## src/rtl/pid_position_motor_controller_assert.svh

```systemverilog
// ----------------------------------------------------------------------------
// PID position motor controller assertion macros
// Shared property forms used by the controller and the datapath.
// ----------------------------------------------------------------------------
`ifndef PID_POSITION_MOTOR_CONTROLLER_ASSERT_SVH
`define PID_POSITION_MOTOR_CONTROLLER_ASSERT_SVH

// The consequent must hold in the same cycle as the antecedent.
`define PMC_ASSERT_SAME(label, clk, rst, ante, cons) \
   label: assert property (@(posedge clk) disable iff (rst) (ante) |-> (cons)) \
      else $error("pmc assertion failed: same-cycle property");

// The consequent must hold in the cycle after the antecedent.
`define PMC_ASSERT_NEXT(label, clk, rst, ante, cons) \
   label: assert property (@(posedge clk) disable iff (rst) (ante) |=> (cons)) \
      else $error("pmc assertion failed: next-cycle property");

`endif

```

## src/rtl/pmc_pkg.sv

```systemverilog
// ----------------------------------------------------------------------------
// PID position motor controller package
// Shared widths, register indexes, controller states and command types.
// ----------------------------------------------------------------------------
package pmc_pkg;

   localparam int FRAC_BITS_DEF  = 8;
   localparam int POS_WIDTH_DEF  = 32;
   localparam int GAIN_WIDTH     = 12;
   localparam int SETPOINT_WIDTH = 9;
   localparam int DELTA_WIDTH    = 16;
   localparam int DRIVE_WIDTH    = 16;
   localparam int OUT_WIDTH      = 32;
   localparam int CSR_ADDR_WIDTH = 5;
   localparam int CSR_DATA_WIDTH = 32;
   localparam int CSR_IDX_WIDTH  = 3;

   typedef enum logic [CSR_IDX_WIDTH-1:0] {
      REG_GAIN_P     = 3'd0,
      REG_GAIN_I     = 3'd1,
      REG_GAIN_D     = 3'd2,
      REG_SETPOINT   = 3'd3,
      REG_HOLD_MOTOR = 3'd4
   } csr_index_type;

   typedef enum logic [3:0] {
      ST_IDLE,
      ST_POS,
      ST_ERR,
      ST_DIFF,
      ST_DIVSET,
      ST_DIV,
      ST_INTEG,
      ST_MUL_P_LO,
      ST_MUL_P_HI,
      ST_MUL_D_LO,
      ST_MUL_D_HI,
      ST_MUL_I,
      ST_SCALE,
      ST_ROUND,
      ST_SHAPE
   } ctrl_state_type;

   typedef enum logic [2:0] {
      MUL_P_LO,
      MUL_P_HI,
      MUL_D_LO,
      MUL_D_HI,
      MUL_I
   } mul_sel_type;

   typedef enum logic [1:0] {
      ACC_HOLD,
      ACC_CLEAR,
      ACC_ADD_LO,
      ACC_ADD_HI
   } acc_op_type;

   typedef struct packed {
      logic [GAIN_WIDTH-1:0]            gain_p;
      logic [GAIN_WIDTH-1:0]            gain_i;
      logic [GAIN_WIDTH-1:0]            gain_d;
      logic signed [SETPOINT_WIDTH-1:0] setpoint;
      logic                             hold_motor;
   } cfg_type;

   typedef struct packed {
      logic        load_in;
      logic        pos_upd;
      logic        err_upd;
      logic        diff_upd;
      logic        div_init;
      logic        div_step;
      logic        int_upd;
      logic        mul_en;
      mul_sel_type mul_sel;
      acc_op_type  acc_op;
      logic        scale;
      logic        round;
      logic        out_load;
   } ctrl_cmd_type;

endpackage

```

## src/rtl/pid_position_motor_controller.sv

```systemverilog
// ----------------------------------------------------------------------------
// PID position motor controller
// Positional PID with a variable-rate integral, dead zone, friction offset
// and output clamp, processing one encoder sample per control period.
// ----------------------------------------------------------------------------
// Each accepted request is one control period: the encoder delta is added to
// the saturating position, the error against the setpoint is formed, and one
// result carrying the drive, position and error is returned. A request is
// not taken until the sequencer has gone back to idle after the previous one;
// the bit-serial divider of the integral step, one quotient bit per cycle,
// and the single shared gain multiplier, used in five passes, lengthen the
// sequence. A finished result waits in its own register, so the next request
// is accepted while the previous result is still pending. Configuration
// must be written through the APB-style port only while no request is in
// progress; the block itself does not enforce this.
module pid_position_motor_controller #(
   parameter int FRAC_BITS = pmc_pkg::FRAC_BITS_DEF,
   parameter int POS_WIDTH = pmc_pkg::POS_WIDTH_DEF
) (
   input  logic                                    clock,
   input  logic                                    reset,
   input  logic                                    req_valid,
   output logic                                    req_ready,
   input  logic signed [pmc_pkg::DELTA_WIDTH-1:0]  req_encoder_delta,
   output logic                                    rsp_valid,
   input  logic                                    rsp_ready,
   output logic signed [pmc_pkg::DRIVE_WIDTH-1:0]  rsp_drive_q8,
   output logic signed [pmc_pkg::OUT_WIDTH-1:0]    rsp_position_now,
   output logic signed [pmc_pkg::OUT_WIDTH-1:0]    rsp_error_now,
   input  logic                                    psel,
   input  logic                                    penable,
   input  logic                                    pwrite,
   input  logic [pmc_pkg::CSR_ADDR_WIDTH-1:0]      paddr,
   input  logic [pmc_pkg::CSR_DATA_WIDTH-1:0]      pwdata,
   output logic [pmc_pkg::CSR_DATA_WIDTH-1:0]      prdata,
   output logic                                    pready
);

   pmc_pkg::cfg_type      cfg;
   pmc_pkg::ctrl_cmd_type cmd;

   pmc_csr u_csr (
      .clock   (clock),
      .reset   (reset),
      .psel    (psel),
      .penable (penable),
      .pwrite  (pwrite),
      .paddr   (paddr),
      .pwdata  (pwdata),
      .prdata  (prdata),
      .pready  (pready),
      .cfg     (cfg)
   );

   pmc_ctrl #(
      .FRAC_BITS (FRAC_BITS)
   ) u_ctrl (
      .clock     (clock),
      .reset     (reset),
      .req_valid (req_valid),
      .req_ready (req_ready),
      .rsp_valid (rsp_valid),
      .rsp_ready (rsp_ready),
      .cmd       (cmd)
   );

   pmc_dp #(
      .FRAC_BITS (FRAC_BITS),
      .POS_WIDTH (POS_WIDTH)
   ) u_dp (
      .clock             (clock),
      .reset             (reset),
      .cmd               (cmd),
      .cfg               (cfg),
      .req_encoder_delta (req_encoder_delta),
      .rsp_drive_q8      (rsp_drive_q8),
      .rsp_position_now  (rsp_position_now),
      .rsp_error_now     (rsp_error_now)
   );

endmodule

```

## src/rtl/pmc_csr.sv

```systemverilog
// ----------------------------------------------------------------------------
// PID position motor controller register file
// APB-style configuration registers with write decode and read back.
// ----------------------------------------------------------------------------
module pmc_csr (
   input  logic                                clock,
   input  logic                                reset,
   input  logic                                psel,
   input  logic                                penable,
   input  logic                                pwrite,
   input  logic [pmc_pkg::CSR_ADDR_WIDTH-1:0]  paddr,
   input  logic [pmc_pkg::CSR_DATA_WIDTH-1:0]  pwdata,
   output logic [pmc_pkg::CSR_DATA_WIDTH-1:0]  prdata,
   output logic                                pready,
   output pmc_pkg::cfg_type                    cfg
);

   pmc_pkg::cfg_type      cfg_ff;
   pmc_pkg::cfg_type      cfg_in;
   pmc_pkg::csr_index_type index;
   logic                  wr_en;

   assign pready = 1'b1;
   assign wr_en  = psel & penable & pwrite;
   assign index  = pmc_pkg::csr_index_type'(paddr[pmc_pkg::CSR_ADDR_WIDTH-1:2]);
   assign cfg    = cfg_ff;

   always_comb begin
      cfg_in = cfg_ff;
      if (wr_en) begin
         unique case (index)
            pmc_pkg::REG_GAIN_P: begin
               cfg_in.gain_p = pwdata[pmc_pkg::GAIN_WIDTH-1:0];
            end
            pmc_pkg::REG_GAIN_I: begin
               cfg_in.gain_i = pwdata[pmc_pkg::GAIN_WIDTH-1:0];
            end
            pmc_pkg::REG_GAIN_D: begin
               cfg_in.gain_d = pwdata[pmc_pkg::GAIN_WIDTH-1:0];
            end
            pmc_pkg::REG_SETPOINT: begin
               cfg_in.setpoint = $signed(pwdata[pmc_pkg::SETPOINT_WIDTH-1:0]);
            end
            pmc_pkg::REG_HOLD_MOTOR: begin
               cfg_in.hold_motor = pwdata[0];
            end
            default: begin
               cfg_in = cfg_ff;
            end
         endcase
      end
   end

   always_comb begin
      unique case (index)
         pmc_pkg::REG_GAIN_P: begin
            prdata = pmc_pkg::CSR_DATA_WIDTH'(cfg_ff.gain_p);
         end
         pmc_pkg::REG_GAIN_I: begin
            prdata = pmc_pkg::CSR_DATA_WIDTH'(cfg_ff.gain_i);
         end
         pmc_pkg::REG_GAIN_D: begin
            prdata = pmc_pkg::CSR_DATA_WIDTH'(cfg_ff.gain_d);
         end
         pmc_pkg::REG_SETPOINT: begin
            prdata = pmc_pkg::CSR_DATA_WIDTH'(cfg_ff.setpoint);
         end
         pmc_pkg::REG_HOLD_MOTOR: begin
            prdata = pmc_pkg::CSR_DATA_WIDTH'(cfg_ff.hold_motor);
         end
         default: begin
            prdata = '0;
         end
      endcase
   end

   always_ff @(posedge clock) begin
      if (reset) begin
         cfg_ff <= '0;
      end else begin
         cfg_ff <= cfg_in;
      end
   end

endmodule

```

## src/rtl/pmc_ctrl.sv

```systemverilog
// ----------------------------------------------------------------------------
// PID position motor controller sequencer
// State machine that steps the datapath through one control period and
// owns the request and result handshakes.
// ----------------------------------------------------------------------------
`include "pid_position_motor_controller_assert.svh"

module pmc_ctrl #(
   parameter int FRAC_BITS = pmc_pkg::FRAC_BITS_DEF
) (
   input  logic                  clock,
   input  logic                  reset,
   input  logic                  req_valid,
   output logic                  req_ready,
   output logic                  rsp_valid,
   input  logic                  rsp_ready,
   output pmc_pkg::ctrl_cmd_type cmd
);

   localparam int CNT_W = $clog2(FRAC_BITS + 1);

   pmc_pkg::ctrl_state_type state_ff;
   pmc_pkg::ctrl_state_type state_in;
   logic [CNT_W-1:0]        div_cnt_ff;
   logic [CNT_W-1:0]        div_cnt_in;
   logic                    rsp_valid_ff;
   logic                    rsp_valid_in;
   logic                    out_free;

   assign out_free  = !rsp_valid_ff || rsp_ready;
   assign rsp_valid = rsp_valid_ff;

   always_comb begin
      state_in = state_ff;
      unique case (state_ff)
         pmc_pkg::ST_IDLE: begin
            if (req_valid) begin
               state_in = pmc_pkg::ST_POS;
            end
         end
         pmc_pkg::ST_POS:      state_in = pmc_pkg::ST_ERR;
         pmc_pkg::ST_ERR:      state_in = pmc_pkg::ST_DIFF;
         pmc_pkg::ST_DIFF:     state_in = pmc_pkg::ST_DIVSET;
         pmc_pkg::ST_DIVSET:   state_in = pmc_pkg::ST_DIV;
         pmc_pkg::ST_DIV: begin
            if (div_cnt_ff == '0) begin
               state_in = pmc_pkg::ST_INTEG;
            end
         end
         pmc_pkg::ST_INTEG:    state_in = pmc_pkg::ST_MUL_P_LO;
         pmc_pkg::ST_MUL_P_LO: state_in = pmc_pkg::ST_MUL_P_HI;
         pmc_pkg::ST_MUL_P_HI: state_in = pmc_pkg::ST_MUL_D_LO;
         pmc_pkg::ST_MUL_D_LO: state_in = pmc_pkg::ST_MUL_D_HI;
         pmc_pkg::ST_MUL_D_HI: state_in = pmc_pkg::ST_MUL_I;
         pmc_pkg::ST_MUL_I:    state_in = pmc_pkg::ST_SCALE;
         pmc_pkg::ST_SCALE:    state_in = pmc_pkg::ST_ROUND;
         pmc_pkg::ST_ROUND:    state_in = pmc_pkg::ST_SHAPE;
         pmc_pkg::ST_SHAPE: begin
            if (out_free) begin
               state_in = pmc_pkg::ST_IDLE;
            end
         end
         default:              state_in = pmc_pkg::ST_IDLE;
      endcase
   end

   always_comb begin
      req_ready    = 1'b0;
      cmd.load_in  = 1'b0;
      cmd.pos_upd  = 1'b0;
      cmd.err_upd  = 1'b0;
      cmd.diff_upd = 1'b0;
      cmd.div_init = 1'b0;
      cmd.div_step = 1'b0;
      cmd.int_upd  = 1'b0;
      cmd.mul_en   = 1'b0;
      cmd.mul_sel  = pmc_pkg::MUL_I;
      cmd.acc_op   = pmc_pkg::ACC_HOLD;
      cmd.scale    = 1'b0;
      cmd.round    = 1'b0;
      cmd.out_load = 1'b0;
      div_cnt_in   = div_cnt_ff;
      unique case (state_ff)
         pmc_pkg::ST_IDLE: begin
            req_ready   = 1'b1;
            cmd.load_in = req_valid;
         end
         pmc_pkg::ST_POS: begin
            cmd.pos_upd = 1'b1;
         end
         pmc_pkg::ST_ERR: begin
            cmd.err_upd = 1'b1;
         end
         pmc_pkg::ST_DIFF: begin
            cmd.diff_upd = 1'b1;
         end
         pmc_pkg::ST_DIVSET: begin
            cmd.div_init = 1'b1;
            div_cnt_in   = CNT_W'(FRAC_BITS);
         end
         pmc_pkg::ST_DIV: begin
            cmd.div_step = 1'b1;
            div_cnt_in   = div_cnt_ff - CNT_W'(1);
         end
         pmc_pkg::ST_INTEG: begin
            cmd.int_upd = 1'b1;
         end
         pmc_pkg::ST_MUL_P_LO: begin
            cmd.mul_en  = 1'b1;
            cmd.mul_sel = pmc_pkg::MUL_P_LO;
            cmd.acc_op  = pmc_pkg::ACC_CLEAR;
         end
         pmc_pkg::ST_MUL_P_HI: begin
            cmd.mul_en  = 1'b1;
            cmd.mul_sel = pmc_pkg::MUL_P_HI;
            cmd.acc_op  = pmc_pkg::ACC_ADD_LO;
         end
         pmc_pkg::ST_MUL_D_LO: begin
            cmd.mul_en  = 1'b1;
            cmd.mul_sel = pmc_pkg::MUL_D_LO;
            cmd.acc_op  = pmc_pkg::ACC_ADD_HI;
         end
         pmc_pkg::ST_MUL_D_HI: begin
            cmd.mul_en  = 1'b1;
            cmd.mul_sel = pmc_pkg::MUL_D_HI;
            cmd.acc_op  = pmc_pkg::ACC_ADD_LO;
         end
         pmc_pkg::ST_MUL_I: begin
            cmd.mul_en  = 1'b1;
            cmd.mul_sel = pmc_pkg::MUL_I;
            cmd.acc_op  = pmc_pkg::ACC_ADD_HI;
         end
         pmc_pkg::ST_SCALE: begin
            cmd.scale = 1'b1;
         end
         pmc_pkg::ST_ROUND: begin
            cmd.round = 1'b1;
         end
         pmc_pkg::ST_SHAPE: begin
            cmd.out_load = out_free;
         end
         default: begin
            req_ready = 1'b0;
         end
      endcase
   end

   assign rsp_valid_in = cmd.out_load | (rsp_valid_ff & ~rsp_ready);

   always_ff @(posedge clock) begin
      if (reset) begin
         state_ff     <= pmc_pkg::ST_IDLE;
         div_cnt_ff   <= '0;
         rsp_valid_ff <= 1'b0;
      end else begin
         state_ff     <= state_in;
         div_cnt_ff   <= div_cnt_in;
         rsp_valid_ff <= rsp_valid_in;
      end
   end

   `PMC_ASSERT_NEXT(a_accept_starts, clock, reset, req_valid && req_ready, state_ff == pmc_pkg::ST_POS)
   `PMC_ASSERT_NEXT(a_div_ends, clock, reset, (state_ff == pmc_pkg::ST_DIV) && (div_cnt_ff == '0), state_ff == pmc_pkg::ST_INTEG)
   `PMC_ASSERT_SAME(a_rsp_from_shape, clock, reset, $rose(rsp_valid_ff), $past(state_ff == pmc_pkg::ST_SHAPE))
   `PMC_ASSERT_SAME(a_no_overwrite, clock, reset, cmd.out_load, !rsp_valid_ff || rsp_ready)

endmodule

```

## src/rtl/pmc_dp.sv

```systemverilog
// ----------------------------------------------------------------------------
// PID position motor controller datapath
// Position and error registers, bit-serial divider for the integral step,
// shared gain multiplier with accumulator, rounding and drive shaping.
// ----------------------------------------------------------------------------
`include "pid_position_motor_controller_assert.svh"

module pmc_dp #(
   parameter int FRAC_BITS = pmc_pkg::FRAC_BITS_DEF,
   parameter int POS_WIDTH = pmc_pkg::POS_WIDTH_DEF
) (
   input  logic                                    clock,
   input  logic                                    reset,
   input  pmc_pkg::ctrl_cmd_type                   cmd,
   input  pmc_pkg::cfg_type                        cfg,
   input  logic signed [pmc_pkg::DELTA_WIDTH-1:0]  req_encoder_delta,
   output logic signed [pmc_pkg::DRIVE_WIDTH-1:0]  rsp_drive_q8,
   output logic signed [pmc_pkg::OUT_WIDTH-1:0]    rsp_position_now,
   output logic signed [pmc_pkg::OUT_WIDTH-1:0]    rsp_error_now
);

   localparam int PW  = POS_WIDTH;
   localparam int DEW = PW + 1;
   localparam int LW  = DEW / 2;
   localparam int HW  = DEW - LW;
   localparam int IW  = FRAC_BITS + 10;
   localparam int QW  = FRAC_BITS + 1;
   localparam int MB1 = (LW + 1 > HW) ? LW + 1 : HW;
   localparam int MBW = (MB1 > IW) ? MB1 : IW;
   localparam int GW  = pmc_pkg::GAIN_WIDTH + 1;
   localparam int PRW = MBW + GW;
   localparam int AW  = PW + 15;
   localparam int CW  = (AW > 42) ? AW : 42;
   localparam int TW  = FRAC_BITS + 43;
   localparam int DRW = TW - 9;
   localparam int NW  = FRAC_BITS + 37;
   localparam int AMW = (PW > 31) ? PW : 31;
   localparam int EW  = (PW > 32) ? PW : 33;
   localparam int MW  = 31;

   localparam logic signed [PW-1:0]   POS_MAX  = {1'b0, {(PW-1){1'b1}}};
   localparam logic signed [PW-1:0]   POS_MIN  = {1'b1, {(PW-1){1'b0}}};
   localparam logic signed [PW-1:0]   DZ_LIM   = PW'(4);
   localparam logic [AMW-1:0]         M_CAP    = AMW'(1 << 30);
   localparam logic signed [IW:0]     INT_LIMW = (IW+1)'(500 * (1 << FRAC_BITS));
   localparam logic signed [IW-1:0]   INT_LIM  = IW'(500 * (1 << FRAC_BITS));
   localparam logic signed [CW-1:0]   BIG_LIM  = CW'(1) <<< 40;
   localparam logic signed [DRW-1:0]  DRV_LIM  = DRW'(100 * (1 << FRAC_BITS));
   localparam logic signed [DRW-1:0]  DRV_BIG  = DRW'(200 * (1 << FRAC_BITS));
   localparam logic signed [DRW-1:0]  FRIC_OFS = DRW'(5 * (1 << FRAC_BITS));
   localparam logic signed [DRW-1:0]  FRIC_THR = DRW'((1 << FRAC_BITS) / 10);
   localparam logic signed [EW-1:0]   O_MAX    = EW'(64'sh7FFF_FFFF);
   localparam logic signed [EW-1:0]   O_MIN    = -O_MAX - EW'(1);

   function automatic logic signed [PW-1:0] sat_pw(input logic signed [PW:0] v);
      logic signed [PW-1:0] r;
      if (v[PW] != v[PW-1]) begin
         r = v[PW] ? POS_MIN : POS_MAX;
      end else begin
         r = v[PW-1:0];
      end
      return r;
   endfunction

   function automatic logic signed [31:0] sat32(input logic signed [PW-1:0] v);
      logic signed [EW-1:0] x;
      logic signed [31:0]   r;
      x = EW'(v);
      if (x > O_MAX) begin
         r = O_MAX[31:0];
      end else if (x < O_MIN) begin
         r = O_MIN[31:0];
      end else begin
         r = x[31:0];
      end
      return r;
   endfunction

   logic signed [pmc_pkg::DELTA_WIDTH-1:0] delta_ff;
   logic signed [PW-1:0]  position_ff;
   logic signed [PW-1:0]  last_error_ff;
   logic signed [IW-1:0]  integral_ff;
   logic signed [PW-1:0]  e_ff;
   logic signed [DEW-1:0] de_ff;
   logic [MW-1:0]         m_ff;
   logic [NW-1:0]         rem_ff;
   logic [NW-1:0]         dsr_ff;
   logic [QW-1:0]         q_ff;
   logic signed [PRW-1:0] prod_ff;
   logic signed [AW-1:0]  acc_ff;
   logic signed [TW-1:0]  t_ff;
   logic                  big_pos_ff;
   logic                  big_neg_ff;
   logic signed [DRW-1:0] drive_ff;
   logic signed [pmc_pkg::DRIVE_WIDTH-1:0] out_drive_ff;
   logic signed [pmc_pkg::OUT_WIDTH-1:0]   out_pos_ff;
   logic signed [pmc_pkg::OUT_WIDTH-1:0]   out_err_ff;

   logic signed [PW:0]    pos_sum;
   logic signed [PW:0]    err_sum;
   logic [PW-1:0]         e_abs;
   logic [AMW-1:0]        e_abs_x;
   logic [NW-1:0]         m_n;
   logic [NW-1:0]         den_n;
   logic [NW-1:0]         rem_in;
   logic [NW-1:0]         dsr_in;
   logic [QW-1:0]         q_in;
   logic signed [IW:0]    q_s;
   logic signed [IW:0]    i_sum;
   logic signed [IW-1:0]  integral_in;
   logic signed [DEW-1:0] e_x;
   logic signed [GW-1:0]  a_op;
   logic signed [MBW-1:0] b_op;
   logic signed [PRW-1:0] prod_in;
   logic signed [AW-1:0]  acc_in;
   logic signed [CW-1:0]  acc_c;
   logic signed [TW-1:0]  t_in;
   logic [TW-1:0]         t_mag;
   logic [TW-1:0]         t_rnd;
   logic signed [DRW-1:0] r_s;
   logic signed [DRW-1:0] drive_in;
   logic                  dz;
   logic signed [DRW-1:0] fric;
   logic signed [DRW-1:0] shaped;

   assign pos_sum = (PW+1)'(position_ff) + (PW+1)'(delta_ff);
   assign err_sum = (PW+1)'(cfg.setpoint) - (PW+1)'(position_ff);

   assign e_abs   = e_ff[PW-1] ? PW'(-e_ff) : PW'(e_ff);
   assign e_abs_x = AMW'(e_abs);

   assign m_n    = NW'(m_ff);
   assign den_n  = (m_n << 3) - m_n + NW'(10);
   assign rem_in = cmd.div_init ? (((m_n << 4) + (m_n << 2)) << FRAC_BITS) + den_n
                 : ((rem_ff >= dsr_ff) ? rem_ff - dsr_ff : rem_ff);
   assign dsr_in = cmd.div_init ? den_n << (FRAC_BITS + 1) : dsr_ff >> 1;
   assign q_in   = cmd.div_init ? '0 : {q_ff[QW-2:0], rem_ff >= dsr_ff};

   assign q_s   = $signed({{(IW+1-QW){1'b0}}, q_ff});
   assign i_sum = e_ff[PW-1] ? (IW+1)'(integral_ff) - q_s : (IW+1)'(integral_ff) + q_s;

   always_comb begin
      if (cfg.gain_i == '0) begin
         integral_in = '0;
      end else if (i_sum > INT_LIMW) begin
         integral_in = INT_LIMW[IW-1:0];
      end else if (i_sum < -INT_LIMW) begin
         integral_in = IW'(-INT_LIMW);
      end else begin
         integral_in = i_sum[IW-1:0];
      end
   end

   assign e_x = DEW'(e_ff);

   always_comb begin
      case (cmd.mul_sel)
         pmc_pkg::MUL_P_LO: begin
            a_op = $signed({1'b0, cfg.gain_p});
            b_op = $signed({{(MBW-LW){1'b0}}, e_x[LW-1:0]});
         end
         pmc_pkg::MUL_P_HI: begin
            a_op = $signed({1'b0, cfg.gain_p});
            b_op = MBW'($signed(e_x[DEW-1:LW]));
         end
         pmc_pkg::MUL_D_LO: begin
            a_op = $signed({1'b0, cfg.gain_d});
            b_op = $signed({{(MBW-LW){1'b0}}, de_ff[LW-1:0]});
         end
         pmc_pkg::MUL_D_HI: begin
            a_op = $signed({1'b0, cfg.gain_d});
            b_op = MBW'($signed(de_ff[DEW-1:LW]));
         end
         default: begin
            a_op = $signed({1'b0, cfg.gain_i});
            b_op = MBW'(integral_ff);
         end
      endcase
   end

   assign prod_in = a_op * b_op;

   always_comb begin
      case (cmd.acc_op)
         pmc_pkg::ACC_CLEAR:  acc_in = '0;
         pmc_pkg::ACC_ADD_LO: acc_in = acc_ff + AW'(prod_ff);
         pmc_pkg::ACC_ADD_HI: acc_in = acc_ff + (AW'(prod_ff) <<< LW);
         default:             acc_in = acc_ff;
      endcase
   end

   assign acc_c = CW'(acc_ff);
   assign t_in  = (TW'(acc_ff) <<< FRAC_BITS) + TW'(prod_ff);

   assign t_mag = t_ff[TW-1] ? TW'(-t_ff) : TW'(t_ff);
   assign t_rnd = t_mag + TW'(1024);
   assign r_s   = $signed(DRW'(t_rnd[TW-1:11]));

   always_comb begin
      if (big_pos_ff) begin
         drive_in = DRV_BIG;
      end else if (big_neg_ff) begin
         drive_in = -DRV_BIG;
      end else if (t_ff[TW-1]) begin
         drive_in = -r_s;
      end else begin
         drive_in = r_s;
      end
   end

   assign dz = (e_ff < DZ_LIM) && (e_ff > -DZ_LIM);

   always_comb begin
      if (dz) begin
         fric = '0;
      end else if (drive_ff > FRIC_THR) begin
         fric = drive_ff + FRIC_OFS;
      end else if (drive_ff < -FRIC_THR) begin
         fric = drive_ff - FRIC_OFS;
      end else begin
         fric = '0;
      end
      if (cfg.hold_motor) begin
         shaped = '0;
      end else if (fric > DRV_LIM) begin
         shaped = DRV_LIM;
      end else if (fric < -DRV_LIM) begin
         shaped = -DRV_LIM;
      end else begin
         shaped = fric;
      end
   end

   always_ff @(posedge clock) begin
      if (reset) begin
         position_ff   <= '0;
         last_error_ff <= '0;
         integral_ff   <= '0;
      end else begin
         if (cmd.pos_upd) begin
            position_ff <= sat_pw(pos_sum);
         end
         if (cmd.diff_upd) begin
            last_error_ff <= e_ff;
         end
         if (cmd.int_upd) begin
            integral_ff <= integral_in;
         end
      end
   end

   always_ff @(posedge clock) begin
      if (cmd.load_in) begin
         delta_ff <= req_encoder_delta;
      end
      if (cmd.err_upd) begin
         e_ff <= sat_pw(err_sum);
      end
      if (cmd.diff_upd) begin
         de_ff <= DEW'(e_ff) - DEW'(last_error_ff);
         m_ff  <= MW'((e_abs_x > M_CAP) ? M_CAP : e_abs_x);
      end
      if (cmd.div_init || cmd.div_step) begin
         rem_ff <= rem_in;
         dsr_ff <= dsr_in;
         q_ff   <= q_in;
      end
      if (cmd.mul_en) begin
         prod_ff <= prod_in;
      end
      acc_ff <= acc_in;
      if (cmd.scale) begin
         t_ff       <= t_in;
         big_pos_ff <= acc_c > BIG_LIM;
         big_neg_ff <= acc_c < -BIG_LIM;
      end
      if (cmd.round) begin
         drive_ff <= drive_in;
      end
      if (cmd.out_load) begin
         out_drive_ff <= shaped[pmc_pkg::DRIVE_WIDTH-1:0];
         out_pos_ff   <= sat32(position_ff);
         out_err_ff   <= sat32(e_ff);
      end
   end

   assign rsp_drive_q8     = out_drive_ff;
   assign rsp_position_now = out_pos_ff;
   assign rsp_error_now    = out_err_ff;

   `PMC_ASSERT_SAME(a_integral_bound, clock, reset, 1'b1, (integral_ff <= INT_LIM) && (integral_ff >= -INT_LIM))
   `PMC_ASSERT_NEXT(a_integral_cleared, clock, reset, cmd.int_upd && (cfg.gain_i == '0), integral_ff == '0)

endmodule

```

## config.mk

```make
export PLATFORM = sky130hd
export DESIGN_NAME = pid_position_motor_controller
export DESIGN_NICKNAME = d
export VERILOG_FILES = /design/src/rtl/pmc_pkg.sv /design/src/rtl/pid_position_motor_controller.sv /design/src/rtl/pmc_csr.sv /design/src/rtl/pmc_ctrl.sv /design/src/rtl/pmc_dp.sv
export VERILOG_INCLUDE_DIRS = /design/src /design/src/rtl
export SDC_FILE = /design/constraint.sdc
export NUM_CORES = 2
export LEC_CHECK = 0
export BUFFER_PORTS_ARGS = -buffer_cell sky130_fd_sc_hd__clkbuf_2
export CAP_MARGIN = 20
export CORE_MARGIN = 2
export CORE_UTILIZATION = 65
export CTS_BUF_LIST = sky130_fd_sc_hd__clkbuf_4 sky130_fd_sc_hd__clkbuf_8 sky130_fd_sc_hd__clkbuf_16
export CTS_CLUSTER_SIZE = 16
export DETAILED_ROUTE_END_ITERATION = 12
export HOLD_SLACK_MARGIN = 0.02
export PLACE_DENSITY = 0.9
export SYNTH_ARGS = -nofsm -noshare
export SYNTH_HDL_FRONTEND = slang
export SYNTH_SLANG_ARGS = --single-unit
export TNS_END_PERCENT = 10
```

## constraint.sdc

```tcl
create_clock -name clock -period 8.36 [get_ports clock]
set_input_delay 1.672 -clock clock [delete_from_list [all_inputs] [get_ports clock]]
set_output_delay 1.672 -clock clock [all_outputs]
set_load 0.01 [all_outputs]
```

==> results.tsv <==
stage	metric	value	unit
sta	Min Hold Slack	0.457	ns
setup_path	startpoint type of the worst setup path	register	
clock_tree	CTS tree	yes	
synth	post-synthesis sequential area ratio	0.295	
sta	Slew headroom	0.209	
global_route	GRT busiest layer	met2	
clock_tree	H-tree lvl count	3	
global_route	vias in the first global route	47800	
sta	RSZ-0062 raised after global routing	yes	
place	dpl ws	0.189	ns
detailed_routing	drt wl/cell	20.9	um
die	Die Span Y	299	um
layout	Non-Filler Cell Area, Final	0.0606	mm2
layout	Fill cells	6507	
die	starting density of the core	0.653	
power	Sequential Power Share	0.409	
layout	share of post-route cells with drive strength above 1	0.0825	
clock_tree	Worst-Skew Late Latency	0.64	ns
die	die area	0.0893	mm2
setup_path	Crit Path Class	reg2reg	
global_route	GR Util met3	0.0667	
detailed_routing	DR pass1 iterations	10	
synth	Synth warnings	0	
flow_run	Max-Cap Viols	0	
clock_tree	Root Driver	clkbuf_16	
sta	clk_skew	0.0286	ns
sta	Peak Freq	0.123	GHz
synth	mean post-synth cell area	8.72	um2
power	Clk pwr share	0.373	
detailed_routing	routed vias	49800	
detailed_routing	DR vias/cell	6.48	
sta	Final setup viols	0	
detailed_routing	Residual DRC	0	
place	RD Place Congestion	0.974	
detailed_routing	Total Routed Length	161	mm
power	Comb pwr share	0.219	
power	PwrDens	139	mW/mm2
sta	fin worst setup slack	0.204	ns
sta	Worst Tran Pin Value	1.18	ns
global_route	Total Routing Usage GR	0.351	
power	Final Power	8460	uW
clock_tree	CTS Hold Buffers Added	0	
setup_path	Required @ worst endpoint	8.72	ns
synth	number of synthesized flops with an enable pin	464	
setup_path	Critical Path Fanout Max	28	
global_route	first-pass GRT wire length	253	mm
synth	#FFs+latches synth	601	
die	# IOs	175	
hold_path	HP Class	reg2reg	
global_route	Overflow after GRT	0	
synth	top_reg_cell synth	edfxtp_1	
sta	period utilization	0.976	
synth	syn nets	7181	
clock_tree	clk slew on worst S/H paths	0.06	ns
synth	Async SR Flop Fraction	0	
clock_tree	CTS Sinks	601	
synth	synthesized area	0.0565	mm2
die	DIE WIDTH	299	um
power	leakage	0.0249	uW
sta	Tmin final	8.16	ns
power	switching power total	2500	uW
layout	Area Growth Syn to Fin	7.38	%
power	maximum VDD drop	0.218	mV
power	Net Sw Frac	0.296	
sta	setup_tns	0	ns
detailed_routing	1st-iter DRT viols	4854	
clock_tree	maximum root-to-sink buffer count	3	
synth	Unique masters post-synth	115	
setup_path	Critical Path Sink Type	register	
layout	nets@finish	7184	
die	CORE AREA	0.0865	mm2
detailed_routing	Routed Antenna Nets	0	
sta	Final Slew Violations	0	
power	internal power	5950	uW
global_route	initial antenna violation count	1	
setup_path	WP data arrival	8.51	ns
place	I/O Buffers	151	
global_route	largest net degree at the start of global routing	97	
place	post-DP HPWL	122	mm
die	row count	108	
global_route	M2 GR Usage	0.571	
status	status	finished, final reports clean	
sta	endpoints failing hold	0	
synth	post-synthesis instance total	6475	
global_route	met1 Track Usage GR	0.450	
place	Post-DP Area	0.0581	mm2
clock_tree	total CTS buffers	68	
worst max-delay path, cell delays in order (launching register included):
cell	delay, ns
dfxtp_1	0.36
buf_4	0.36
mux2_2	0.39
a222oi_1	0.92
nand2_1	0.18
o21ai_1	0.40
nor2_1	0.14
fa_1	0.50
inv_1	0.05
fa_1	0.52
inv_1	0.05
fa_1	0.47
fa_1	0.50
inv_1	0.06
fa_1	0.58
inv_1	0.06
ha_1	0.34
or2_2	0.30
a21oi_1	0.25
inv_1	0.09
o41ai_2	0.08
o21ai_1	0.17
or4b_2	0.65
a31oi_1	0.19
o21bai_1	0.10
xor2_1	0.16
registers in the layout, summed over array words and instances, names as in the netlist, 32 cells and up:
signal / cells
u_dp.rsp_error_now: 32
u_dp.e_ff: 32
u_csr.cfg: 46
u_dp.t_ff: 51
u_dp.drive_ff: 42
u_dp.rem_ff: 45
u_dp.acc_c: 47
u_dp.position_ff: 32
u_dp.last_error_ff: 32
u_dp.de_ff: 33
u_dp.rsp_position_now: 32
u_dp.dsr_ff: 45
per-layer routing:
metal  vias up  part of all wire
met5         -                 0
li1      23100                 -
met4         0             0.057
met3       561             0.098
met1     23600              0.39
met2      2592              0.46
per-stage QoR:
step / utilization / std cells
2_1_floorplan: - / 6475
3_3_place_gp: 0.672 / 7552
3_5_place_dp: 0.672 / 7553
4_1_cts: 0.699 / 7678
5_1_grt: 0.701 / 7689
6_report: 0.701 / 7689
final timing paths:
kind / depth (start not counted) / slack [ns] / to / startpoint
setup / recovery: 25 / 0.20 / u_dp.prod_ff[29]$_DFFE_PN_ / u_ctrl.state_ff[1]$_SDFFE_PP0P_
hold / removal: 2 / 0.46 / u_dp.last_error_ff[27]$_SDFFE_PP0P_ / u_dp.last_error_ff[27]$_SDFFE_PP0P_
setup reg to reg: 25 / 0.20 / u_dp.prod_ff[29]$_DFFE_PN_ / u_ctrl.state_ff[1]$_SDFFE_PP0P_
hold reg to reg: 2 / 0.46 / u_dp.last_error_ff[27]$_SDFFE_PP0P_ / u_dp.last_error_ff[27]$_SDFFE_PP0P_
final cells by class:
cell class / instances / area [um2] / share of cell area
Antenna cell: 1 / 2.50 / 0.0000413
Clock buffer: 95 / 2010 / 0.0331
Clock inverter: 30 / 333 / 0.00549
Inverter: 570 / 2140 / 0.0353
Multi-Input combinational cell: 4971 / 36300 / 0.599
Sequential cell: 601 / 16700 / 0.275
Tap cell: 1155 / 1450 / 0.0238
Timing Repair Buffer: 266 / 1710 / 0.0282
power by group through the flow:
stage | clock (uW) | combinational [uW] | sequential [uW]
2_1_floorplan | 0 | 1350 | 3460
3_3_place_gp | 0 | 1690 | 3510
3_5_place_dp | 0 | 1760 | 3510
4_1_cts | 3170 | 1790 | 3450
5_1_grt | 3280 | 2010 | 3460
6_report | 3150 | 1850 | 3460
logic make-up after synthesis:
logic type / Yosys count / synth area share
AOI/OAI and AO/OA: 1604 / 0.185
xor gates and xnor gates: 526 / 0.0816
adders and majority gates: 688 / 0.178
buffers and inverters: 903 / 0.0631
DFF: 601 / 0.295
muxes: 92 / 0.0185
other: 1 / 0.0000664
and+or+nand+nor: 2060 / 0.178
synth_stat cells (16+ instances only):
cell | count | area (um2)
nand3_1 | 128 | 641
and2_1 | 61 | 382
or2_2 | 39 | 244
a211o_1 | 16 | 140
xor2_1 | 210 | 1840
nand3b_1 | 16 | 120
xnor2_1 | 316 | 2770
buf_4 | 22 | 165
clkbuf_1 | 278 | 1040
nor2b_1 | 70 | 438
o21bai_1 | 40 | 300
nand2_1 | 590 | 2210
fa_1 | 208 | 4160
nor4_1 | 68 | 425
nor2_1 | 554 | 2080
a31oi_1 | 52 | 325
dfxtp_1 | 137 | 2740
maj3_1 | 42 | 420
inv_1 | 568 | 2130
o22ai_1 | 29 | 181
or3_1 | 39 | 244
mux2i_1 | 64 | 641
a21boi_0 | 17 | 128
a31o_2 | 16 | 140
o21a_1 | 70 | 526
buf_1 | 19 | 71.3
a22oi_1 | 21 | 158
mux2_2 | 20 | 225
nor3b_1 | 16 | 120
a211oi_1 | 81 | 608
nand4_1 | 81 | 507
or4_1 | 26 | 195
and4_1 | 21 | 184
and3_1 | 69 | 432
o31ai_1 | 46 | 345
a21oi_1 | 493 | 2470
nand2b_1 | 85 | 532
ha_1 | 438 | 5480
o21ai_0 | 293 | 1470
o211ai_1 | 31 | 233
nor3_1 | 134 | 671
edfxtp_1 | 464 | 13900
a21o_1 | 181 | 1360
layout by cell type (no fill, tap or decap), types with 85 or more instances in the layout:
master,Yosys,routed
ha_1,438,438
inv_1,568,566
buf_4,22,110
nor2_1,554,554
xor2_1,210,210
nand3_1,128,128
a21o_1,181,181
xnor2_1,316,315
a21oi_1,493,489
edfxtp_1,464,464
nor3_1,134,132
fa_1,208,208
clkbuf_2,1,150
dfxtp_1,137,136
nand2_1,590,586
nand2b_1,85,85
o21ai_0,293,289
timing repair:
action,in CTS,in global routing
buffers inserted,0,4
setup endpoints to repair,0,10
resized for setup,0,11
Power figures use the tool's default switching activity.
